===== src/design/pixel_canvas_cell_glyph_engine_assert.svh =====
`ifndef PIXEL_CANVAS_CELL_GLYPH_ENGINE_ASSERT_SVH
`define PIXEL_CANVAS_CELL_GLYPH_ENGINE_ASSERT_SVH

// same-cycle implication, off while reset is high
`define PCG_ASSERT_NOW(lbl, clk_s, rst_s, ante, cons, msg) \
  lbl: assert property (@(posedge clk_s) disable iff (rst_s) (ante) |-> (cons)) \
    else $error(msg);

// next-cycle implication, off while reset is high
`define PCG_ASSERT_NEXT(lbl, clk_s, rst_s, ante, cons, msg) \
  lbl: assert property (@(posedge clk_s) disable iff (rst_s) (ante) |=> (cons)) \
    else $error(msg);

`endif


===== src/design/pcg_pkg.sv =====
package pcg_pkg;

  localparam int DEF_MAX_COLS = 64;
  localparam int DEF_MAX_ROWS = 32;
  localparam int WORD_W = 8;

  // command codes
  localparam logic [2:0] CMD_SET     = 3'd0;
  localparam logic [2:0] CMD_CLEAR   = 3'd1;
  localparam logic [2:0] CMD_TOGGLE  = 3'd2;
  localparam logic [2:0] CMD_READ    = 3'd3;
  localparam logic [2:0] CMD_RENDER  = 3'd4;
  localparam logic [2:0] CMD_CLR_ALL = 3'd5;

  // cell modes
  localparam logic [1:0] MODE_ASCII   = 2'd0;
  localparam logic [1:0] MODE_BRAILLE = 2'd1;
  localparam logic [1:0] MODE_BLOCK   = 2'd2;

  // register indexes
  localparam logic [1:0] REG_COLS = 2'd0;
  localparam logic [1:0] REG_ROWS = 2'd1;
  localparam logic [1:0] REG_MODE = 2'd2;

  localparam logic [13:0] CP_BRAILLE = 14'h2800;
  localparam logic [13:0] CP_HASH    = 14'h0023;
  localparam logic [13:0] CP_SPACE   = 14'h0020;
  localparam logic [13:0] CP_ONE_BYTE_LIMIT = 14'h0080;
  localparam logic [7:0]  UTF8_LEAD3 = 8'hE0;
  localparam logic [7:0]  UTF8_CONT  = 8'h80;
  localparam logic [1:0]  UTF8_LEN1  = 2'd1;
  localparam logic [1:0]  UTF8_LEN3  = 2'd3;

  typedef enum logic [2:0] {
    ST_CLR,
    ST_IDLE,
    ST_CALC,
    ST_ADDR,
    ST_RD,
    ST_MOD,
    ST_DONE
  } state_t;

  typedef struct packed {
    logic [6:0] char_columns;
    logic [5:0] char_rows;
    logic [1:0] cell_mode;
  } cfg_t;

  typedef struct packed {
    logic [4:0]        cell_row;
    logic [5:0]        cell_col;
    logic signed [8:0] y_coord;
    logic signed [8:0] x_coord;
    logic [2:0]        command;
  } req_t;

  typedef struct packed {
    logic       done;
    logic       is_read;
    logic       is_render;
    logic       pix;
    logic [3:0] left;
    logic [3:0] right;
  } seq_stat_t;

  typedef struct packed {
    logic [7:0]  utf8_byte2;
    logic [7:0]  utf8_byte1;
    logic [7:0]  utf8_byte0;
    logic [1:0]  utf8_length;
    logic [13:0] glyph_codepoint;
    logic        pixel_value;
  } res_t;

  // quadrant glyphs, index = {top left, top right, bottom left, bottom right}
  function automatic logic [13:0] quad_glyph(input logic [3:0] q);
    logic [13:0] cp;
    case (q)
      4'd0:    cp = 14'h0020;
      4'd1:    cp = 14'h2597;
      4'd2:    cp = 14'h2596;
      4'd3:    cp = 14'h2584;
      4'd4:    cp = 14'h259D;
      4'd5:    cp = 14'h2590;
      4'd6:    cp = 14'h259E;
      4'd7:    cp = 14'h259F;
      4'd8:    cp = 14'h2598;
      4'd9:    cp = 14'h259A;
      4'd10:   cp = 14'h258C;
      4'd11:   cp = 14'h2599;
      4'd12:   cp = 14'h2580;
      4'd13:   cp = 14'h259C;
      4'd14:   cp = 14'h259B;
      default: cp = 14'h2588;
    endcase
    return cp;
  endfunction

endpackage


===== src/design/pcg_glyph_unit.sv =====
module pcg_glyph_unit
  import pcg_pkg::*;
(
  input  seq_stat_t  stat,
  input  logic [1:0] cell_mode,
  output res_t       res
);

  logic [13:0] cp;
  logic [3:0]  q;

  always_comb begin
    q = {stat.left[0], stat.right[0], stat.left[1], stat.right[1]};
    case (cell_mode)
      MODE_BRAILLE: begin
        cp = CP_BRAILLE | {6'd0, stat.right[3], stat.left[3], stat.right[2],
                           stat.right[1], stat.right[0], stat.left[2],
                           stat.left[1], stat.left[0]};
      end
      MODE_BLOCK: begin
        cp = quad_glyph(q);
      end
      default: begin
        cp = stat.left[0] ? CP_HASH : CP_SPACE;
      end
    endcase
  end

  always_comb begin
    res = '0;
    if (stat.is_read) begin
      res.pixel_value = stat.pix;
    end else if (stat.is_render) begin
      res.glyph_codepoint = cp;
      if (cp < CP_ONE_BYTE_LIMIT) begin
        res.utf8_length = UTF8_LEN1;
        res.utf8_byte0  = cp[7:0];
      end else begin
        res.utf8_length = UTF8_LEN3;
        res.utf8_byte0  = UTF8_LEAD3 | {6'd0, cp[13:12]};
        res.utf8_byte1  = UTF8_CONT | {2'd0, cp[11:6]};
        res.utf8_byte2  = UTF8_CONT | {2'd0, cp[5:0]};
      end
    end
  end

endmodule


===== config.mk =====
export PLATFORM = sky130hd
export DESIGN_NAME = pcg_glyph_unit
export DESIGN_NICKNAME = d
export VERILOG_FILES = /design/src/design/pixel_canvas_cell_glyph_engine_assert.svh /design/src/design/pcg_pkg.sv /design/src/design/pcg_glyph_unit.sv
export SDC_FILE = /design/constraint.sdc
export NUM_CORES = 1
export LEC_CHECK = 0
export BUFFER_PORTS_ARGS = -buffer_cell sky130_fd_sc_hd__buf_2
export CORE_UTILIZATION = 40
export DETAILED_ROUTE_END_ITERATION = 7
export GPL_ROUTABILITY_DRIVEN = 0
export PLACE_DENSITY = 0.84
export SKIP_LAST_GASP = 1
export SYNTH_ARGS = -nofsm -noshare
export SYNTH_HDL_FRONTEND = slang
export SYNTH_SLANG_ARGS = --single-unit

===== constraint.sdc =====
create_clock -name vclk -period 1.95
set_input_delay 0.195 -clock vclk [all_inputs]
set_output_delay 0.195 -clock vclk [all_outputs]
set_load 0.005 [all_outputs]

# --- Word level (Yosys, flattened, before mapping) ---
# Memory sizes are Yosys's and may differ from the RTL's.
# Cells that the tools add are included.
totals:
  ff_bits: 0
  romBits: 160
  memories: 1
op_classes:
  order_cmp: 1
  eq_ne: 2
  muxes: 7
mem_list:
  columns: ["memory", "words", "width", "rd", "rd_clocked_by_memory_dff", "write_ports", "line", "rtl"]
  rows:
  - ["(no name shown)", 16, 10, 1, 0, 0, "pcg_pkg.sv:79", "case (q)"]
op_table:
  columns: ["cell", "n"]
  rows:
  - ["two-way mux 40 bit", 2]
  - ["case mux 14 bit (2 select lines)", 1]
  - ["two-way mux 16 bit", 1]
  - ["less-than comparator 14 x 8 -> 1 bit, second input constant", 1]
  - ["two-way mux 10 bit", 1]
  - ["equality test 2 x 1 -> 1 bit, second input constant", 1]
  - ["equality test 2 bit, second input constant", 1]
  - ["two-way mux 2 bit", 1]
  - ["two-way mux 1 bit", 1]

# --- Depth between registers and ports, before layout ---
# Gate-level depths: netlist of run 1.
logic_depth:
  word_depth: 6
  mapped_depth: 7
  mapped_depth_nobuf: 5

# --- Least setup slack after synthesis of run 1 ---
# OpenSTA, ideal clock, no wires.
synth_path:
  kind: "input port to output port"
  startpoint: "in cell_mode[1]"
  endpoint: "out res[32] (netlist bit)"
  t_arrival_ns: 1.541
  required_time_ns: 1.755
  slack_ns: 0.214
  path_stages: 7
  n_path_buf: 2
  cell_sequence: "inv_1 ha_1 buf_6 or4b_4 a21oi_4 nor2_1 buf_4"
synth_rtl:
  columns: ["item", "line", "rtl"]
  rows:
  - ["start, declared", "pcg_glyph_unit.sv:5", "input logic [1:0] cell_mode,"]
  - ["end, declared", "pcg_glyph_unit.sv:6", "output res_t res"]

==> flow_summary.yaml, run 1 <==
detailed_routing:
  wl_met2_um: 953
  drtIter0Drc: 12
  dr_total_vias: 832
  drc: 0
  top_layer: "met4"
  ant_nets: 0
  wl_um: 1850
  viasPerCell: 4.98
  drt_first_pass_iters: 6
  route.met3.wl_um: 94
  wl_met1_um: 775
  avgRoutedWirePerCell_um: 11.0
global_routing:
  antenna_found_initial: 0
  grt_max_degree: 16
  grt_pass1_wl_um: 2750
  grtUsageTotal_pct: 17.3
  grt_pass1_vias: 648
  grt_remaining_overflow: 0
worst_setup_path:
  critPathCaptureType: "output port"
  path_class: "primary input to output port"
  cp_max_fo: 3
  cp.required_ns: 1.75
  cp_slowest_cell: "or4b_4"
  path_cells: "buf_2, inv_1, ha_1, or4b_4, a21o_1, a211oi_2, buf_2"
  slowest_delay_ns: 0.58
  cp_num_buf_inv: 3
  start_kind: "primary input"
  path_common_cell: "buf_2"
  worst_path_dominant_cell_family: "simple AND/OR/NAND/NOR gates"
  worstPathArrival_ns: 1.68
timing:
  finalMaxSlewViolations: 0
  min_period_ns: 1.88
  finalHoldViolations: 0
  setup_ws_ns: 0.0721
  finalSetupTns_ns: 0
  period_share_pct: 96.3
  setup_violations: 0
  grt_setup_unrepaired: "no"
  whs_ns: 0.665
  max_freq_ghz: 0.533
floorplanning:
  core_area_um2: 1730
  die_h_um: 44.7
  die_w_um: 44.7
  num_io_pins: 55
  initial_core_util_pct: 42.3
  row_count: 15
  dieArea_um2: 2000
synthesis:
  synthTopCellsByArea: "ha_1 (15%), buf_4 (12%), a21oi_1 (8.2%)"
  ys_types: 38
  ys_top_cells_by_count: "a21oi_1 (12), buf_4 (12), ha_1 (9), inv_1 (9), nor2_1 (8)"
  synth.avg_cell_area_um2: 7.16
  seq_area_frac_synth_pct: 0
  synth.cell_area_um2: 731
  yosys_warnings: 0
  netlist_instances: 102
  synth_top_cell_by_area: "ha_1"
  synth_top_area_share_pct: 15.4
layout:
  clkbuf_count: 0
  fin_area_um2: 926
  drive_gt1_share_pct: 45.8
  design.seq.count: 0
  fin_nets: 167
  post-route-util_pct: 53.6
  multi_input_area_um2: 596
  nFillCells: 186
  antenna_cells: 0
  regArea_um2: 0
  syn_to_final_growth_pct: 26.7
place:
  dp_hpwl_um: 1520
  portBuffers: 47
  postPlaceCellArea_um2: 908
  dp_slack_ns: 0.0605
pwr:
  p_per_area_nw_per_um2: 189
  p_leak_nw: 0.528
  peakVddDrop_uv: 110
run:
  cap_violations: 0
clock_network:
  postCtsSetupBuffers: 0
min_path:
  hold_path.class: "primary input to output port"
run_status:
  outcome: "finished clean"
==> routing by layer <==
metal | vias to the layer above | track usage (%)
li1 | 419 | -
met1 | 378 | 23.9
met2 | 33 | 30.9
met3 | 2 | 0.400
met4 | 0 | 2.42
met5 | - | 0
==> what timing repair did <==
| action | 4_1_cts | 5_1_grt |
|---|---|---|
| gates resized for setup | 0 | 2 |
| endpoints found under the setup margin | 0 | 2 |
| hold buffers | 0 | 0 |
==> logic make-up (layout without fill, tap and decap cells) <==
kind of cell | after synthesis | after routing | share of synthesized area (%)
other | 1 | 7 | 0.513
and+or+nand+nor | 34 | 34 | 26.5
xor gates and xnor gates | 1 | 1 | 1.20
muxes | 3 | 3 | 4.28
adders and majority gates | 9 | 9 | 15.4
AOI/OAI and AO/OA | 28 | 28 | 28.1
buffers and inverters | 26 | 60 | 24.0
==> where the power goes <==
part / switching, W / internal [W]
logic: 0.0000981 / 0.0000765
clock network: 0 / 0
registers: 0 / 0
==> worst paths after layout <==
path,start,end,depth (start not counted)
worst max-delay path,cell_mode[1],res[21],7
worst min-delay path,stat[8],res[0],3
==> cell usage in the layout (no fill, tap or decap), drive strengths merged, types with 3 or more instances in the layout <==
cell type / Yosys / routed
nor2: 8 / 8
buf: 15 / 51
a21oi: 13 / 13
ha: 9 / 9
and2: 3 / 3
o21ai: 3 / 3
a211oi: 4 / 4
nand2: 7 / 7
nand2b: 3 / 3
inv: 9 / 9
conb: 1 / 7
==> layout make-up <==
class / instances / share of cell area (%)
Inverter: 9 / 3.65
Multi-Input combinational cell: 82 / 64.3
Tap cell: 25 / 3.38
Timing Repair Buffer: 51 / 28.6
==> through the flow <==
step	std cells	power [W]
floorplan	108	0.000128
global placement	167	0.000161
detailed placement	167	0.000168
CTS	167	0.000169
global route	167	0.000196
finish	167	0.000175
Power figures use the tool's default switching activity.
==> run 2: changes to the inputs <==
Settings changed: PLACE_DENSITY 0.84 to 0.86.
==> run 2 against run 1 <==
Effect of this change:
- total power is 0.92% higher
- critical endpoint unchanged
- worst hold slack better by 0.0023 ns
- design area is 0.14% lower
- core utilization is 0.073 points lower
==> flow_summary.yaml, run 2 (synthesized netlist as in run 1, its figures left out) <==
run_status:
  outcome: "finished clean"
worst_setup_path:
  slowest_delay_ns: 0.49
  cp.required_ns: 1.75
  cp_max_fo: 6
  path_cells: "buf_2, inv_1, ha_4, or4b_4, a21o_1, a211oi_2, buf_2"
  cp_slowest_cell: "or4b_4"
  worstPathArrival_ns: 1.69
  critPathCaptureType: "output port"
  cp_num_buf_inv: 3
  path_class: "primary input to output port"
  worst_path_dominant_cell_family: "simple AND/OR/NAND/NOR gates"
  path_common_cell: "buf_2"
  start_kind: "primary input"
detailed_routing:
  drc: 0
  viasPerCell: 5.06
  wl_um: 1930
  ant_nets: 0
  dr_total_vias: 845
  drt_first_pass_iters: 4
  drtIter0Drc: 16
  avgRoutedWirePerCell_um: 11.5
layout:
  final_cell_mix: "buf_2 (47), a21oi_1 (11), inv_1 (9)"
  multi_input_area_um2: 594
  design.seq.count: 0
  fin_area_um2: 925
  drive_gt1_share_pct: 45.8
  syn_to_final_growth_pct: 26.5
  clkbuf_count: 0
  fin_nets: 167
  final_common_cell: "buf_2"
  nFillCells: 180
  antenna_cells: 0
  regArea_um2: 0
timing:
  finalHoldViolations: 0
  finalMaxSlewViolations: 0
  setup_violations: 0
  max_freq_ghz: 0.531
  period_share_pct: 96.6
  finalSetupTns_ns: 0
  grt_setup_unrepaired: "no"
  min_period_ns: 1.88
place:
  portBuffers: 47
  dp_hpwl_um: 1510
  postPlaceCellArea_um2: 908
global_routing:
  grt_remaining_overflow: 0
  grt_max_degree: 16
  grt_pass1_vias: 695
  antenna_found_initial: 0
  grt_pass1_wl_um: 2950
  grtUsageTotal_pct: 18.4
pwr:
  peakVddDrop_uv: 110
  p_leak_nw: 0.527
  p_per_area_nw_per_um2: 191
floorplanning:
  dieArea_um2: 2000
  row_count: 15
  die_h_um: 44.7
  initial_core_util_pct: 42.3
  die_w_um: 44.7
  num_io_pins: 55
  core_area_um2: 1730
min_path:
  hold_depth: 3
  hold_start: "stat[8]"
  hold_path.class: "primary input to output port"
  whs_endpoint: "res[0]"
clock_network:
  postCtsHoldBufs: 0
run:
  cap_violations: 0
## run 2: cell counts in the layout (fill, tap and decap cells not counted)
No cell type changed its count.
## run 2: timing repair
item	4_1_cts	5_1_grt
hold endpoints to repair	0	0
buffers inserted	0	0
resized for setup	0	2
setup endpoints to repair	0	3
## run 2: worst max-delay path by stage
stage                  from  depth (start not counted)       to
6_report            stat[5]                          7  res[21]
5_1_grt             stat[5]                          7  res[21]
4_1_cts             stat[5]                          7  res[21]
2_1_floorplan  cell_mode[1]                          7  res[32]
3_5_place_dp        stat[5]                          7  res[21]
3_3_place_gp   cell_mode[0]                          7  res[33]
## run 2: power breakdown
| group | leakage (nW) | internal, W | switching (W) |
|---|---|---|---|
| Sequential | 0 | 0 | 0 |
| Clock | 0 | 0 | 0 |
| Combinational | 0.527 | 0.0000766 | 0.0000996 |
## run 2: cell type report
class | count | share of cell area, %
well taps | 25 | 3.38
inverters | 9 | 3.65
repair buffers | 51 | 28.7
multi-input cells | 82 | 64.3
## run 2: per-stage QoR
stage	hold WS [ns]	setup slack [ns]	util [%]	cells	power, W
after floorplan	0.494	0.214	-	108	0.000128
after global placement	0.662	0.109	52.6	167	0.000161
after detailed placement	0.668	0.0727	52.6	167	0.000169
after CTS	0.668	0.0674	52.6	167	0.000169
after global routing	0.684	0.0149	53.6	167	0.000196
final	0.667	0.0672	53.6	167	0.000176
## run 2: layer usage
metal | global-route usage, % | wire length, um
met5 | 0 | 0
met4 | 3.64 | 42
met3 | 0.800 | 89
met2 | 33.2 | 923
met1 | 24.3 | 871
