[src/design/pixel_canvas_cell_glyph_engine_assert.svh]
`ifndef PIXEL_CANVAS_CELL_GLYPH_ENGINE_ASSERT_SVH
`define PIXEL_CANVAS_CELL_GLYPH_ENGINE_ASSERT_SVH

// same-cycle implication, off while reset is high
`define PCG_ASSERT_NOW(lbl, clk_s, rst_s, ante, cons, msg) \
  lbl: assert property (@(posedge clk_s) disable iff (rst_s) (ante) |-> (cons)) \
    else $error(msg);

// next-cycle implication, off while reset is high
`define PCG_ASSERT_NEXT(lbl, clk_s, rst_s, ante, cons, msg) \
  lbl: assert property (@(posedge clk_s) disable iff (rst_s) (ante) |=> (cons)) \
    else $error(msg);

`endif

[src/design/pcg_pkg.sv]
package pcg_pkg;

  localparam int DEF_MAX_COLS = 64;
  localparam int DEF_MAX_ROWS = 32;
  localparam int WORD_W = 8;

  // command codes
  localparam logic [2:0] CMD_SET     = 3'd0;
  localparam logic [2:0] CMD_CLEAR   = 3'd1;
  localparam logic [2:0] CMD_TOGGLE  = 3'd2;
  localparam logic [2:0] CMD_READ    = 3'd3;
  localparam logic [2:0] CMD_RENDER  = 3'd4;
  localparam logic [2:0] CMD_CLR_ALL = 3'd5;

  // cell modes
  localparam logic [1:0] MODE_ASCII   = 2'd0;
  localparam logic [1:0] MODE_BRAILLE = 2'd1;
  localparam logic [1:0] MODE_BLOCK   = 2'd2;

  // register indexes
  localparam logic [1:0] REG_COLS = 2'd0;
  localparam logic [1:0] REG_ROWS = 2'd1;
  localparam logic [1:0] REG_MODE = 2'd2;

  localparam logic [13:0] CP_BRAILLE = 14'h2800;
  localparam logic [13:0] CP_HASH    = 14'h0023;
  localparam logic [13:0] CP_SPACE   = 14'h0020;
  localparam logic [13:0] CP_ONE_BYTE_LIMIT = 14'h0080;
  localparam logic [7:0]  UTF8_LEAD3 = 8'hE0;
  localparam logic [7:0]  UTF8_CONT  = 8'h80;
  localparam logic [1:0]  UTF8_LEN1  = 2'd1;
  localparam logic [1:0]  UTF8_LEN3  = 2'd3;

  typedef enum logic [2:0] {
    ST_CLR,
    ST_IDLE,
    ST_CALC,
    ST_ADDR,
    ST_RD,
    ST_MOD,
    ST_DONE
  } state_t;

  typedef struct packed {
    logic [6:0] char_columns;
    logic [5:0] char_rows;
    logic [1:0] cell_mode;
  } cfg_t;

  typedef struct packed {
    logic [4:0]        cell_row;
    logic [5:0]        cell_col;
    logic signed [8:0] y_coord;
    logic signed [8:0] x_coord;
    logic [2:0]        command;
  } req_t;

  typedef struct packed {
    logic       done;
    logic       is_read;
    logic       is_render;
    logic       pix;
    logic [3:0] left;
    logic [3:0] right;
  } seq_stat_t;

  typedef struct packed {
    logic [7:0]  utf8_byte2;
    logic [7:0]  utf8_byte1;
    logic [7:0]  utf8_byte0;
    logic [1:0]  utf8_length;
    logic [13:0] glyph_codepoint;
    logic        pixel_value;
  } res_t;

  // quadrant glyphs, index = {top left, top right, bottom left, bottom right}
  function automatic logic [13:0] quad_glyph(input logic [3:0] q);
    logic [13:0] cp;
    case (q)
      4'd0:    cp = 14'h0020;
      4'd1:    cp = 14'h2597;
      4'd2:    cp = 14'h2596;
      4'd3:    cp = 14'h2584;
      4'd4:    cp = 14'h259D;
      4'd5:    cp = 14'h2590;
      4'd6:    cp = 14'h259E;
      4'd7:    cp = 14'h259F;
      4'd8:    cp = 14'h2598;
      4'd9:    cp = 14'h259A;
      4'd10:   cp = 14'h258C;
      4'd11:   cp = 14'h2599;
      4'd12:   cp = 14'h2580;
      4'd13:   cp = 14'h259C;
      4'd14:   cp = 14'h259B;
      default: cp = 14'h2588;
    endcase
    return cp;
  endfunction

endpackage

[src/design/pcg_sequencer.sv]
module pcg_sequencer
  import pcg_pkg::*;
#(
  parameter int MAX_COLS = DEF_MAX_COLS,
  parameter int MAX_ROWS = DEF_MAX_ROWS,
  parameter int AW = 11
) (
  input  logic              clk,
  input  logic              rst,
  input  cfg_t              cfg,
  input  logic              in_valid,
  output logic              in_ready,
  input  req_t              req,
  input  logic              take,
  output seq_stat_t         stat,
  output logic              we,
  output logic [AW-1:0]     waddr,
  output logic [WORD_W-1:0] wdata,
  output logic [AW-1:0]     raddr,
  input  logic [WORD_W-1:0] rdata
);

  `include "pixel_canvas_cell_glyph_engine_assert.svh"

  localparam int WORDS = MAX_COLS * MAX_ROWS;
  localparam int IW = AW + 3;
  localparam logic [AW-1:0] CLR_LAST = AW'(WORDS - 1);

  state_t state, state_next;

  logic [AW-1:0]     clr_addr;
  logic              clr_cmd;
  logic [2:0]        cmd;
  logic signed [8:0] xin;
  logic signed [8:0] yin;
  logic [5:0]        ccol;
  logic [4:0]        crow;
  logic              x_ok;
  logic              y_neg;
  logic [7:0]        row_y;
  logic [7:0]        xo;
  logic [15:0]       prod;
  logic [IW-1:0]     row_idx;
  logic [1:0]        row_cnt;
  logic [3:0]        left;
  logic [3:0]        right;
  logic              pix;

  // geometry from the registers
  logic [6:0] cols;
  logic [5:0] rows;
  logic       wide;
  logic [7:0] pw;
  logic [7:0] ph;
  logic [6:0] bx;
  logic [6:0] by;
  logic [1:0] last_row;

  logic       is_render;
  logic       is_write;
  logic       row_valid;
  logic [2:0] bsel;
  logic       bit_l;
  logic       bit_r;
  logic [7:0] mask;
  logic [7:0] mod_word;

  always_comb begin
    cols = (9'(cfg.char_columns) > 9'(MAX_COLS)) ? 7'(MAX_COLS) : cfg.char_columns;
    rows = (9'(cfg.char_rows) > 9'(MAX_ROWS)) ? 6'(MAX_ROWS) : cfg.char_rows;
    wide = (cfg.cell_mode == MODE_BRAILLE) || (cfg.cell_mode == MODE_BLOCK);
    pw   = wide ? {cols, 1'b0} : {1'b0, cols};
    bx   = wide ? {ccol, 1'b0} : {1'b0, ccol};
    case (cfg.cell_mode)
      MODE_BRAILLE: begin
        ph       = {rows, 2'b00};
        by       = {crow, 2'b00};
        last_row = 2'd3;
      end
      MODE_BLOCK: begin
        ph       = {1'b0, rows, 1'b0};
        by       = {1'b0, crow, 1'b0};
        last_row = 2'd1;
      end
      default: begin
        ph       = {2'b00, rows};
        by       = {2'b00, crow};
        last_row = 2'd0;
      end
    endcase
  end

  always_comb begin
    is_render = (cmd == CMD_RENDER);
    is_write  = (cmd == CMD_SET) || (cmd == CMD_CLEAR) || (cmd == CMD_TOGGLE);
    row_valid = x_ok && !y_neg && (row_y < ph);
    bsel      = row_idx[2:0];
    bit_l     = rdata[bsel];
    bit_r     = rdata[bsel + 3'd1];
    mask      = 8'd1 << bsel;
    case (cmd)
      CMD_SET:    mod_word = rdata | mask;
      CMD_CLEAR:  mod_word = rdata & ~mask;
      CMD_TOGGLE: mod_word = rdata ^ mask;
      default:    mod_word = rdata;
    endcase
  end

  // next state
  always_comb begin
    state_next = state;
    case (state)
      ST_CLR: begin
        if (clr_addr == CLR_LAST) begin
          state_next = clr_cmd ? ST_DONE : ST_IDLE;
        end
      end
      ST_IDLE: begin
        if (in_valid) begin
          case (req.command)
            CMD_CLR_ALL: state_next = ST_CLR;
            CMD_SET, CMD_CLEAR, CMD_TOGGLE, CMD_READ, CMD_RENDER: state_next = ST_CALC;
            default: state_next = ST_DONE;
          endcase
        end
      end
      ST_CALC: state_next = ST_ADDR;
      ST_ADDR: state_next = ST_RD;
      ST_RD:   state_next = ST_MOD;
      ST_MOD: begin
        state_next = (is_render && (row_cnt != last_row)) ? ST_RD : ST_DONE;
      end
      ST_DONE: begin
        if (take) begin
          state_next = ST_IDLE;
        end
      end
      default: state_next = ST_IDLE;
    endcase
  end

  // outputs
  always_comb begin
    in_ready       = (state == ST_IDLE);
    raddr          = row_idx[IW-1:3];
    we             = 1'b0;
    waddr          = row_idx[IW-1:3];
    wdata          = mod_word;
    stat.done      = (state == ST_DONE);
    stat.is_read   = (cmd == CMD_READ);
    stat.is_render = is_render;
    stat.pix       = pix;
    stat.left      = left;
    stat.right     = right;
    case (state)
      ST_CLR: begin
        we    = 1'b1;
        waddr = clr_addr;
        wdata = '0;
      end
      ST_MOD: begin
        we = row_valid && is_write;
      end
      default: begin
        we = 1'b0;
      end
    endcase
  end

  always_ff @(posedge clk) begin
    if (rst) begin
      state    <= ST_CLR;
      clr_addr <= '0;
      clr_cmd  <= 1'b0;
    end else begin
      state <= state_next;
      if (state == ST_CLR) begin
        clr_addr <= clr_addr + AW'(1);
      end else if (state == ST_IDLE && in_valid) begin
        clr_addr <= '0;
        clr_cmd  <= 1'b1;
      end
    end
  end

  always_ff @(posedge clk) begin
    case (state)
      ST_IDLE: begin
        if (in_valid) begin
          cmd   <= req.command;
          xin   <= req.x_coord;
          yin   <= req.y_coord;
          ccol  <= req.cell_col;
          crow  <= req.cell_row;
          left  <= '0;
          right <= '0;
          pix   <= 1'b0;
        end
      end
      ST_CALC: begin
        if (is_render) begin
          x_ok  <= (8'(bx) < pw);
          y_neg <= 1'b0;
          row_y <= 8'(by);
          xo    <= 8'(bx);
          prod  <= 8'(by) * pw;
        end else begin
          x_ok  <= !xin[8] && (xin[7:0] < pw);
          y_neg <= yin[8];
          row_y <= yin[7:0];
          xo    <= xin[7:0];
          prod  <= yin[7:0] * pw;
        end
      end
      ST_ADDR: begin
        row_idx <= IW'(prod + 16'(xo));
        row_cnt <= '0;
      end
      ST_MOD: begin
        pix            <= row_valid && bit_l;
        left[row_cnt]  <= row_valid && bit_l;
        right[row_cnt] <= row_valid && bit_r;
        if (is_render && (row_cnt != last_row)) begin
          row_cnt <= row_cnt + 2'd1;
          row_idx <= row_idx + IW'(pw);
          row_y   <= row_y + 8'd1;
        end
      end
      default: begin
      end
    endcase
  end

  `PCG_ASSERT_NOW(a_we_src, clk, rst, we, (state == ST_CLR) || (state == ST_MOD), "write outside clear or modify")
  `PCG_ASSERT_NOW(a_clr_zero, clk, rst, state == ST_CLR, we && (wdata == '0), "clear sweep not writing zeros")
  `PCG_ASSERT_NOW(a_mod_after_rd, clk, rst, state == ST_MOD, $past(state) == ST_RD, "modify without a read before it")
  `PCG_ASSERT_NEXT(a_done_release, clk, rst, (state == ST_DONE) && take, state == ST_IDLE, "result taken but sequencer not idle")

endmodule

[config.mk]
export PLATFORM = sky130hd
export DESIGN_NAME = pcg_sequencer
export DESIGN_NICKNAME = d
export VERILOG_FILES = /design/src/design/pcg_pkg.sv /design/src/design/pcg_sequencer.sv
export VERILOG_INCLUDE_DIRS = /design/src /design/src/design
export SDC_FILE = /design/constraint.sdc
export NUM_CORES = 1
export LEC_CHECK = 0
export BUFFER_PORTS_ARGS = -buffer_cell sky130_fd_sc_hd__buf_4
export CELL_PAD_IN_SITES_DETAIL_PLACEMENT = 0
export CELL_PAD_IN_SITES_GLOBAL_PLACEMENT = 1
export CORE_ASPECT_RATIO = 0.8
export CORE_MARGIN = 2
export CORE_UTILIZATION = 50
export CTS_CLUSTER_DIAMETER = 80
export CTS_CLUSTER_SIZE = 30
export DETAILED_ROUTE_END_ITERATION = 10
export GPL_TIMING_DRIVEN = 1
export HOLD_SLACK_MARGIN = 0.15
export PLACE_DENSITY_LB_ADDON = 0.2
export RECOVER_POWER = 100
export SETUP_SLACK_MARGIN = 0.3
export SLEW_MARGIN = 20
export SYNTH_ARGS = -nofsm -noshare
export SYNTH_HDL_FRONTEND = slang
export SYNTH_SLANG_ARGS = --single-unit
[constraint.sdc]
create_clock -name clk -period 9.8 [get_ports clk]
set_clock_uncertainty 0.15 [all_clocks]
set_input_delay 0.98 -clock clk [delete_from_list [all_inputs] [get_ports clk]]
set_output_delay 0.98 -clock clk [all_outputs]
set_load 0.01 [all_outputs]
# Word level (Yosys, flattened, before mapping)
# Cells that the tools add are included.
# word_totals
reg_bits,104
input_bits,59
output_inout_bits,44
elab_cells,136
# op_classes
addsub,6
mul,2
order_cmp,9
n_eq_ne,23
shifts,1
n_mux,43
bitwise,5
reduce_logical,28
# op_table
operator,n
two-way mux 11 bit,3
two-way mux 8 bit,4
case mux 8 bit (2 select lines),2
adder 14 x 8 -> 14 bit,2
two-way mux 14 bit,2
case mux 14 bit (2 select lines),1
case mux 8 bit (3 select lines),1
two-way mux 7 bit,3
case mux 3 bit (7 select lines),1
equality test 3 x 2 -> 1 bit (second input constant),6
equality test 3 bit (second input constant),6
less-than comparator 8 bit,2
case mux 4 bit (2 select lines),2
multiplier 7 x 8 -> 14 bit,1
multiplier 8 x 8 -> 14 bit,1
case mux 7 bit (2 select lines),1
two-way mux 3 bit,4
adder 11 x 1 -> 11 bit (second input constant),1
equality test 11 bit (second input constant),1
AND reduction 2 bit,5
equality test 3 x 1 -> 1 bit (second input constant),3
logical AND 1 bit,9
logical NOT 3 bit,3
adder 8 x 1 -> 8 bit (second input constant),1
33 further kinds,52

# Logic depth before layout (Yosys ltp)
# Gate-level depths: netlist of run 1.
# logic_depth
ltp_word,8
ltp_mapped,23
ltp_nobuf,21

# Worst setup path before layout of run 1
# Ideal clock, no wire load.
# synth_timing
path_type,input port to flip-flop
start,input cfg[0] in the netlist's numbering
end,"register prod[9], data pin"
setup_ns,0.261
arrival_ns,5.621
required_ns,9.389
path_slack_ns,3.768
cell_stages,19
path_buffers,1
cell_sequence,inv_1 -> ha_1 -> buf_4 -> mux2i_1 -> nor2_1 -> inv_1 -> or2_1 -> fa_1 -> fa_1 -> inv_1 -> fa_1 -> inv_1 -> fa_1 -> inv_1 -> ha_1 -> o41a_4 -> a21oi_1 -> xor2_1 -> mux2i_1
# synth_via
elab_chain_cells,5
elab_cells_between_ends,8
cone_classes,2 x mul; 2 x eq/ne; 3 x mux; 1 x reduce/logical
# synth_lines
item,line,rtl
start: declaration,pcg_sequencer.sv:10,"input cfg_t cfg,"
equality test 2 x 1 -> 1 bit / equality test 2 bit (equally long branches),"pcg_sequencer.sv:71, pcg_sequencer.sv:74",
logical OR 1 bit,pcg_sequencer.sv:71,wide = (cfg.cell_mode == MODE_BRAILLE) || (cfg.cell_mode == MODE_BLOCK);
two-way mux 8 bit,pcg_sequencer.sv:72,"pw = wide ? {cols, 1'b0} : {1'b0, cols};"
multiplier 8 x 8 -> 14 bit / multiplier 7 x 8 -> 14 bit (equally long branches),"pcg_sequencer.sv:212, pcg_sequencer.sv:206",
two-way mux 14 bit (*),pcg_sequencer.sv:201,if (is_render) begin
end signal: assignment,pcg_sequencer.sv:206,prod <= 8'(by) * pw;
end signal: assignment,pcg_sequencer.sv:212,prod <= yin[7:0] * pw;
end: declaration,pcg_sequencer.sv:42,logic [15:0] prod;
# Mark *: on every way between the ends. The rest lies on a longest branch, timed or not.
# A chain may end at the register's enable or synchronous reset.

# Worst setup path after layout of run 1
# layout_timing
start,input cfg[0] in the netlist's numbering
end,"register prod[12], data pin"
# Same word-level chain as after synthesis.

==> impl_results.md, run 1 <==
* Top cell by count, worst path: inv_1
* Drt pass-1 iters at 8
* Num CTS Buffers at 9
* Via count at 8,389
* Library cells used by synthesis at 75
* Switching share of power at 33.1%
* TritonCTS clock tree: yes
* CP peak stage delay at 1.40 ns
* VDD IR max at 79.5 uV
* Critical Path End Type: flip-flop
* Layout cells sized above 1 at 7.90%
* Via/cell ratio at 5.56
* Synth-to-Final Area Change at 8.52%
* Final HPWL DP at 20.7 mm
* Setup ws final at 1.84 ns
* RSZ-0062 raised after global routing: false
* Antenna cells at 0
* Seq pwr share at 39.2%
* Global-route wire length before repair at 42.4 mm
* Post-synth EDFFs at 89
* Starting Density at 51.5%
* Mapped Area at 10,800 um^2
* CTS Sinks at 104
* Gpl congestion at 0.862
* IO Count at 103
* Fin crit period at 7.96 ns
* All-Layer GR Usage at 24.0%
* Max-Cap Viols at 5
* DRT antenna net count at 0
* Seq/Total Area, Yosys at 27.6%
* Mapped Cells at 1,169
* Post-CTS Setup Bufs at 0
* Iteration-0 DRC Markers at 702
* Clock Root Buffer: clkbuf_16
* P_int at 828 uW
* Hold Fails Final Rpt at 0
* Antenna violations before repair at 0
* Syn Area/Cell at 9.21 um^2
* WHS at 0.355 ns
* Worst EP arrival at 7.86 ns
* Period utilisation layout at 81.2%
* Most used DFF post-synth: edfxtp_1
* Post-CTS Hold Fix Bufs at 0
* Gate power share at 29.4%
* Die H at 135 um
* Fin nets at 1,486
* Maximum fanout along the worst path at 44
* Total die area at 22,700 um^2
* Post-synth ARST share at 0%
* Crit Path Category: input port to flip-flop
* CP Cell Sequence: buf_4 > inv_1 > ha_1 > clkbuf_1 > mux2i_1 > nor2_1 > inv_1 > or2_0 > fa_1 > fa_1 > inv_1 > fa_1 > inv_1 > fa_1 > inv_1 > ha_1 > o21ai_0 > nor2_1 > o41ai_2 > o21ai_1 > xnor2_1 > mux2i_1
* Cell Pwr Density at 106 nW/um^2
* #FFs+latches synth at 104
* Commonest cells post-synth: 145 x nand2_1, 127 x ha_1, 114 x inv_1, 93 x nor2_1, 89 x edfxtp_1
* Switching power at 409 uW
* Row Count at 47
* Slew @ Worst Pin at 3.01 ns
* Vias in the first global route at 7,900
* Clock Path Buffers at 2
* Type of the tightest min-delay check: flip-flop to flip-flop
* Clk Latency, worst-skew pair at 0.38 ns
* Cell taking the most area after synthesis: edfxtp_1
* Top cells by area, synth: edfxtp_1 25%, ha_1 15%, fa_1 12%
* CORE AREA at 20,900 um^2
* Die width at 168 um
* Grt ovf at 0
* Setup TNS at 0 ns
* DRC Markers at 0
* Setup violations, final at 0
* Worst relative slew slack at -102%
* Synth warn at 0
* Pleak at 0.00525 uW
* Pin count of the biggest net entering global routing at 45
* Post-DR wirelength/cell at 17.7 um
* Dpl ws at 2.64 ns
* H-tree Lvls at 3
* CTS resizes at 0
* Yosys top cell area share at 24.8%
* CP max stage cell: clkbuf_1
* Startpoint types: input port
* Fin. max-slew vios at 171
* Post-Route WL at 26.7 mm
* WP buf/inv at 7
* Failing checks: capacitance limit, slew limit
* Cell with the most instances after synthesis: nand2_1
* CP top delay family: adder cells
* Number of port buffers at 102
* Status: complete, but fails checks
* Clk pin slew, worst setup/hold paths at 0.08 ns
* Clock share of power at 31.4%
* Worst Path Required at 9.70 ns
* Fmax at 0.126 GHz
## final cells by class
| cell class | count | area [um^2] |
|---|---|---|
| Multi-Input combinational cell | 895 | 7000 |
| Timing Repair Buffer | 108 | 616 |
| Fill cell | 1983 | 9200 |
| Clock buffer | 9 | 225 |
| Inverter | 117 | 439 |
| Clock inverter | 7 | 88.8 |
| Tap cell | 269 | 337 |
| Sequential cell | 104 | 2970 |
## final timing paths
path                             startpoint     endpoint  slack, ns  cells after the start
worst max-delay path                 cfg[0]     prod[12]       1.84                     22
worst min register to register  clr_addr[5]  clr_addr[5]       0.35                      2
worst max register to register      crow[0]     prod[12]       4.18                     19
worst min-delay path            clr_addr[5]  clr_addr[5]       0.35                      2
## flip-flops by register name, indices dropped and copies added (netlist names)
signal    cells
row_y         8
row_cnt       2
y_neg         1
state         3
xin           9
clr_addr     11
xo            8
row_idx      14
ccol          6
right         4
prod         14
left          4
yin           9
crow          5
pix           1
x_ok          1
cmd           3
clr_cmd       1
## through the flow
step / util, % / instance area [um^2] / std cells / power (uW)
after floorplan: - / 10800 / 1170 / 770
after global placement: 55.7 / 11600 / 1493 / 858
after detailed placement: 55.7 / 11600 / 1493 / 863
after CTS: 57.2 / 11900 / 1509 / 1250
after global routing: 55.9 / 11700 / 1509 / 1310
final: 55.9 / 11700 / 1509 / 1240
## worst register-to-register path: cells and delay by family, from the launching register on
kind | cells | cell delay [ns]
AO/OA/AOI/OAI | 5 | 1.53
buffers and inverters | 4 | 0.19
multiplexers | 1 | 0.09
AND/OR/NAND/NOR | 3 | 0.32
flip-flops | 1 | 0.49
XOR/XNOR | 1 | 0.16
adder cells (fa/ha/maj) | 5 | 2.37
## kinds of logic (layout without fill, tap and decap cells)
family          after synthesis  in the layout  synth area share [%]
buf+inv                     171            241                  6.79
other cells                   2              3                0.0698
compound gates              221            221                  13.8
xor+xnor                     48             48                  3.91
flops                       104            104                  27.6
fa+ha+maj                   192            192                  26.9
simple gates                404            404                  17.9
mux                          27             27                  3.06
## placed cells by master, fill, tap and decap left out, drive strengths merged, types with 26 or more instances in the layout
master | synthesis | layout
a21oi | 57 | 57
inv | 116 | 121
buf | 36 | 27
xnor2 | 26 | 26
nor2 | 97 | 97
nand2 | 145 | 145
nand3 | 27 | 27
edfxtp | 89 | 89
fa | 65 | 65
o21ai | 52 | 52
and2 | 64 | 64
clkbuf | 18 | 90
ha | 127 | 127
## power by group through the flow
stage | logic [uW] | clock network [uW] | registers [uW]
after floorplan | 276 | 0 | 494
after global placement | 364 | 0 | 494
after detailed placement | 368 | 0 | 494
after CTS | 371 | 396 | 484
after global routing | 419 | 408 | 484
final | 364 | 389 | 484
## routing by layer
layer,vias up,part of all wire [%],track usage (%)
li1,4140,-,-
met1,4002,49,34.8
met2,226,44,37.6
met3,21,5.7,3.83
met4,0,1.6,5.94
met5,-,0,0
(Power assumes the default switching activity.)
==> run 2, diff against run 1 <==
- ABC_AREA: unset -> 1
- CORE_UTILIZATION: 50 -> 42
- clock period: 9.8 -> 6.4 ns (I/O delays scaled with it)
==> run 2 against run 1 <==
The flow still finishes with violations (capacitance limit, slew limit); sequential power increased by 110%; die area increased by 19%; sequential share of layout area decreased by 0.66 points; clock-buffer cell count increased by 1; wire length increased by 15%; worst hold slack got worse by 0.046 ns; worst setup slack got worse by 1.4 ns; sequential cell count unchanged; synthesized cell count increased by 15%; critical path type unchanged.
==> impl_results.md, run 2 <==
* Max-Cap Viols at 3 (-2)
* Post-Route WL at 30.6 mm (+15%)
* #FFs+latches synth at 104 (unchanged)
* Die H at 148 um (+9.1%)
* Clk pin slew, worst setup/hold paths at 0.08 ns (about the same)
* CTS Sinks at 104 (unchanged)
* CP max stage cell: fa_1
* Yosys top cell area share at 24.7% (-0.13 points)
* Hold Fails Final Rpt at 0 (unchanged)
* Die width at 183 um (+9.2%)
* Post-CTS Setup Bufs at 0 (unchanged)
* Commonest cells post-synth: 242 x nand2_1, 217 x inv_1, 145 x nor2_1, 127 x ha_1, 101 x o21ai_0
* Setup TNS at 0 ns (unchanged)
* Worst EP arrival at 5.94 ns (-1.92 ns)
* Post-CTS Hold Fix Bufs at 0 (unchanged)
* CP peak stage delay at 0.55 ns (-0.85 ns)
* Drt pass-1 iters at 7 (-1)
* Worst Path Required at 6.38 ns (-3.32 ns)
* Row Count at 52 (+11%)
* Top cells by area, synth: edfxtp_1 25%, ha_1 15%, fa_1 12%
* Via/cell ratio at 5.26 (-5.4%)
* Finished Core Util at 47.4% (-8.6 points)
* Synth-to-Final Area Change at 10.8%
* H-tree Lvls at 3 (unchanged)
* Critical Path End Type: flip-flop
* Total power at 3200 uW (+160%)
* CP top delay family: adder cells
* TritonCTS clock tree: yes
* Post-synth ARST share at 0% (unchanged)
* Post-synth EDFFs at 89 (unchanged)
* Gpl congestion at 0.884 (+2.5%)
* Layout cells sized above 1 at 8.61% (+0.71 points)
* Mapped Area at 10,800 um^2 (+0.52%)
* CP Cell Sequence: clkbuf_1 > inv_1 > ha_1 > inv_2 > buf_4 > o21ai_2 > inv_1 > nor2_1 > fa_1 > inv_1 > fa_1 > inv_1 > fa_1 > inv_1 > fa_1 > inv_1 > ha_1 > a21oi_1 > a21boi_0 > o21ai_0 > nand3_1 > nand3_1 > nand3_1 > nand2_1
* Fmax at 0.168 GHz
* DRT antenna net count at 0 (unchanged)
* Regs by FF count: prod (14), row_idx (14), clr_addr (11)
* Failing checks: capacitance limit, slew limit
* Worst relative slew slack at -37.4% (+65 points)
* CORE AREA at 25,300 um^2 (+21%)
* WP buf/inv at 9 (+2)
* Cell with the most instances after synthesis: nand2_1
* Final HPWL DP at 24.6 mm (+19%)
* Global-route wire length before repair at 48.8 mm (+15%)
* Clk Latency, worst-skew pair at 0.37 ns (about the same)
* Pleak at 0.00564 uW (+7.5%)
* Num CTS Buffers at 9 (unchanged)
* Final instance area at 12,000 um^2 (+2.6%)
* Most frequent cells in the layout: 243 x nand2_1, 218 x inv_1, 144 x nor2_1
* Fin nets at 1,697 (+14%)
* Crit Path Category: input port to flip-flop
* Most common cell after layout, fill and taps aside: nand2_1
* Pin count of the biggest net entering global routing at 36 (-20%)
* Cell taking the most area after synthesis: edfxtp_1
* Maximum fanout along the worst path at 13 (-70%)
* Synth warn at 0 (unchanged)
* VDD IR max at 152 uV (+91%)
* Vias in the first global route at 8,857 (+12%)
* Period utilisation layout at 93.1%
* IO Count at 103 (unchanged)
* Total die area at 27,100 um^2 (+19%)
* CTS resizes at 0 (unchanged)
* Slew @ Worst Pin at 2.06 ns (-0.953 ns)
* Top cell by count, worst path: inv_1
* Starting Density at 42.7% (-8.8 points)
* DRC Markers at 0 (unchanged)
* Status: complete, but fails checks
* Fin crit period at 5.96 ns
* Clock Root Buffer: clkbuf_16
* Setup violations, final at 0 (unchanged)
* Library cells used by synthesis at 58 (-23%)
* Type of the tightest min-delay check: input port to flip-flop
* Filler instances at 2,569 (+30%)
* Fin. max-slew vios at 98 (-43%)
* Via count at 9,335 (+11%)
* Number of port buffers at 102 (unchanged)
* Antenna cells at 0 (unchanged)
* Cell Pwr Density at 267 nW/um^2 (+150%)
* Seq/Total Area, Yosys at 27.5% (-0.14 points)
* Antenna violations before repair at 0 (unchanged)
* Post-DR wirelength/cell at 17.3 um (-2.5%)
* All-Layer GR Usage at 23.2% (-0.75 points)
* Most used DFF post-synth: edfxtp_1
* DP Area at 11,900 um^2 (+2.5%)
* Syn Area/Cell at 8.01 um^2 (-13%)
* Clock Path Buffers at 2 (unchanged)
* Grt ovf at 0 (unchanged)
* RSZ-0062 raised after global routing: false
* Iteration-0 DRC Markers at 801 (+14%)
* Startpoint types: input port
* Mapped Cells at 1,350 (+15%)
[run 2: cell count changes after synthesis, moves of 15 or more]
| cell | delta |
|---|---|
| a21oi_1 | +39 |
| and2_1 | -63 |
| inv_1 | +103 |
| mux2i_1 | -16 |
| nand2_1 | +97 |
| nand3_1 | +30 |
| nor2_1 | +52 |
| o21ai_0 | +57 |
| xnor2_1 | -15 |
[run 2: per-stage QoR]
stage	worst slack [ns]	hold slack (ns)	std cells
2_1_floorplan	0.810	0.301	1351
3_3_place_gp	0.364	0.321	1759
3_5_place_dp	0.229	0.332	1759
4_1_cts	0.617	0.271	1775
5_1_grt	0.196	0.297	1775
6_report	0.442	0.308	1775
[run 2: path summary, 6_finish.rpt]
kind                 endpoint  slack (ns)  depth (start not counted)        start
setup / recovery     prod[11]        0.44                         24       cfg[0]
setup reg to reg     prod[11]        1.22                         20      crow[2]
hold / removal         xin[4]        0.31                          1       req[7]
hold reg to reg   clr_addr[8]        0.34                          2  clr_addr[8]
[run 2: worst register-to-register path: cells and delay by family, from the launching register on]
kind                       cells  cell delay [ns]
and+or+nand+nor                6             0.55
DFF                            1             0.44
buffers and inverters          4             0.19
AOI/OAI and AO/OA              5             1.24
adders and majority gates      5             2.36
[run 2: report_power, final]
part / switching (uW) / leakage [uW] / internal [uW] / total (uW)
clock: 289 / 0.000146 / 279 / 569
sequential: 84.1 / 0.000937 / 911 / 995
combinational: 1090 / 0.00456 / 545 / 1640
[run 2: metal layers]
| metal | share of wire, % | global-route usage, % | up-vias |
|---|---|---|---|
| met5 | 0 | 0 | - |
| met4 | 1.2 | 4.48 | 0 |
| met3 | 5.4 | 3.79 | 23 |
| met2 | 42 | 35.0 | 241 |
| met1 | 51 | 35.2 | 4445 |
| li1 | - | - | 4626 |
[run 2: cell families after synthesis]
| family | count (synthesis) | synth area share (%) |
|---|---|---|
| AND/OR/NAND/NOR | 490 | 19.3 |
| AO/OA/AOI/OAI | 272 | 14.4 |
| buffers and inverters | 266 | 10.1 |
| adder cells (fa/ha/maj) | 192 | 26.7 |
| flip-flops | 104 | 27.5 |
| XOR/XNOR | 24 | 1.94 |
| other | 2 | 0.0694 |
[run 2: final cells by class]
type,count,area (um^2),area share [%]
flip-flops and latches,104,2970,24.8
inverters,228,861,7.18
well taps,324,405,3.38
clock buffers,10,233,1.94
multi-input cells,981,6750,56.3
clock inverters,6,55.1,0.459
repair buffers,122,709,5.92
==> run 3, diff against run 2 <==
- CELL_PAD_IN_SITES_DETAIL_PLACEMENT: 0 -> 1
- PLACE_DENSITY: unset -> 0.84
- PLACE_DENSITY_LB_ADDON: 0.2 -> unset
==> run 3 against run 2 <==
The run still ends with capacitance limit, slew limit left; via count rose by 4.9%; clock-buffer cell count did not move; design area barely moved; critical path type unchanged.
==> impl_results.md, run 3 (same netlist as run 2, synthesis figures left out) <==
* Dpl ws at 0.157 ns (-0.0719 ns)
* Layout cells sized above 1 at 8.27% (-0.34 points)
* Fmax at 0.166 GHz (-0.83%)
* H-tree Lvls at 3 (unchanged)
* Vias in the first global route at 10,200 (+16%)
* Setup violations, final at 0 (unchanged)
* Via count at 9,795 (+4.9%)
* CP max stage cell: fa_1
* Type of the tightest min-delay check: input port to flip-flop
* Period utilisation layout at 93.9% (+0.78 points)
* TritonCTS clock tree: yes
* Clk pin slew, worst setup/hold paths at 0.08 ns (about the same)
* DRC Markers at 0 (unchanged)
* Row Count at 52 (unchanged)
* Clock Path Buffers at 2 (unchanged)
* Fin. max-slew vios at 104 (+6.1%)
* Critical Path End Type: flip-flop
* CP Depth at 22 (-8.3%)
* Fin nets at 1,697 (unchanged)
* Die H at 148 um (unchanged)
* IO Count at 103 (unchanged)
* Die width at 183 um (unchanged)
* Startpoint types: input port
* Post-Route WL at 34.4 mm (+12%)
* Synth-to-Final Area Change at 10.9% (about the same)
* CP top delay family: adder cells
* Clk Latency, worst-skew pair at 0.38 ns (about the same)
* Setup ws final at 0.392 ns (-0.0498 ns)
* Maximum fanout along the worst path at 14 (+1)
* Worst Path Required at 6.31 ns (-0.07 ns)
* Hold Fails Final Rpt at 0 (unchanged)
* Finished Core Util at 47.4% (about the same)
* Max-Cap Viols at 3 (unchanged)
* Via/cell ratio at 5.52 (+4.9%)
* Slew @ Worst Pin at 2.72 ns (+0.657 ns)
* Setup TNS at 0 ns (unchanged)
* Failing checks: capacitance limit, slew limit
* Total die area at 27,100 um^2 (unchanged)
* WP buf/inv at 8 (-1)
* Grt ovf at 0 (unchanged)
* Gpl congestion at 0.915 (+3.6%)
* Post-CTS Setup Bufs at 0 (unchanged)
* Worst relative slew slack at -81.8% (-44 points)
* Pin count of the biggest net entering global routing at 36 (unchanged)
* CTS Sinks at 104 (unchanged)
* WHS Path Cells at 1 (unchanged)
* Antenna cells at 0 (unchanged)
* Starting Density at 42.7% (unchanged)
* VDD IR max at 171 uV (+12%)
* Most common cell after layout, fill and taps aside: nand2_1
* Status: complete, but fails checks
* Num CTS Buffers at 9 (unchanged)
* Fin crit period at 6.01 ns (+0.0498 ns)
* Antenna violations before repair at 0 (unchanged)
* Crit Path Category: input port to flip-flop
* CP Cell Sequence: buf_4 > inv_1 > ha_1 > inv_1 > buf_4 > o22ai_1 > a21oi_1 > inv_1 > nand2_1 > fa_1 > fa_1 > inv_1 > fa_1 > inv_1 > fa_1 > inv_1 > ha_1 > a21oi_1 > a21boi_0 > o21ai_0 > a21oi_1 > a21oi_1
* Cell Pwr Density at 272 nW/um^2 (+1.8%)
* Worst EP arrival at 5.92 ns (-0.02 ns)
* Top cell by count, worst path: inv_1
* Regs by FF count: prod (14), row_idx (14), clr_addr (11)
* RSZ-0062 raised after global routing: true
* All-Layer GR Usage at 26.3% (+3.0 points)
* Post-DR wirelength/cell at 19.4 um (+12%)
* Most frequent cells in the layout: 244 x nand2_1, 219 x inv_1, 146 x nor2_1
* Clock Root Buffer: clkbuf_16
* Global-route wire length before repair at 54.8 mm (+12%)
* Drt pass-1 iters at 5 (-2)
* Pleak at 0.00564 uW (about the same)
* DRT antenna net count at 0 (unchanged)
* Number of port buffers at 102 (unchanged)
* Final HPWL DP at 27.8 mm (+13%)
* CP peak stage delay at 0.55 ns (about the same)
* CORE AREA at 25,300 um^2 (unchanged)
* Iteration-0 DRC Markers at 722 (-9.9%)
* Worst r2r path cells at 19 (-5.0%)
## run 3: report_power, final
group | leakage (uW) | internal, uW | switching [uW]
Combinational | 0.00456 | 550 | 1130
Clock | 0.000148 | 285 | 297
Sequential | 0.000937 | 911 | 88.4
## run 3: final cells by class
class | count | area (um^2)
clock inverters | 6 | 62.6
multi-input cells | 981 | 6740
repair buffers | 122 | 706
clock buffers | 10 | 239
fillers | 3135 | 13300
well taps | 324 | 405
inverters | 228 | 865
flip-flops and latches | 104 | 2970
## run 3: path summary, 6_finish.rpt
kind	from	end	slack, ns
min reg2reg	clr_addr[8]	clr_addr[8]	0.34
min	req[26]	ccol[5]	0.30
max reg2reg	crow[1]	prod[10]	1.18
max	cfg[0]	prod[7]	0.39
## run 3: layer usage
layer	up-vias	part of all wire (%)	track usage (%)
met1	4780	45	35.9
li1	4640	-	-
met4	0	2.5	7.00
met2	321	46	43.0
met3	54	6.4	4.75
met5	-	0	0
## run 3: through the flow
| step | hold slack [ns] | total power, uW | instances | area, um^2 |
|---|---|---|---|---|
| global route | 0.301 | 3520 | 1775 | 12000 |
| finish | 0.303 | 3260 | 1775 | 12000 |
| global placement | 0.323 | 2660 | 1759 | 11900 |
| floorplan | 0.301 | 2140 | 1351 | 10800 |
| detailed placement | 0.334 | 2750 | 1759 | 11900 |
| CTS | 0.281 | 3350 | 1775 | 12200 |
## run 3: worst register-to-register path: stages, from the launching register on
cell and delay, ns:
edfxtp_1 0.41, inv_1 0.08, o21ai_1 0.29, a21oi_2 0.10, buf_4 0.19, nor2_1 0.21
fa_1 0.49, fa_1 0.48, fa_1 0.55, inv_1 0.06, fa_1 0.54, inv_1 0.05
ha_1 0.36, nand2_1 0.12, o21ai_1 0.25, a21oi_2 0.08, o21bai_1 0.18, a21oi_1 0.09
o21ai_0 0.20, nand2_1 0.10
## run 3: repair_timing
action / CTS / global route
hold buffers: 0 / 0
endpoints found under the setup margin: 0 / 4
gates resized for setup: 0 / 6
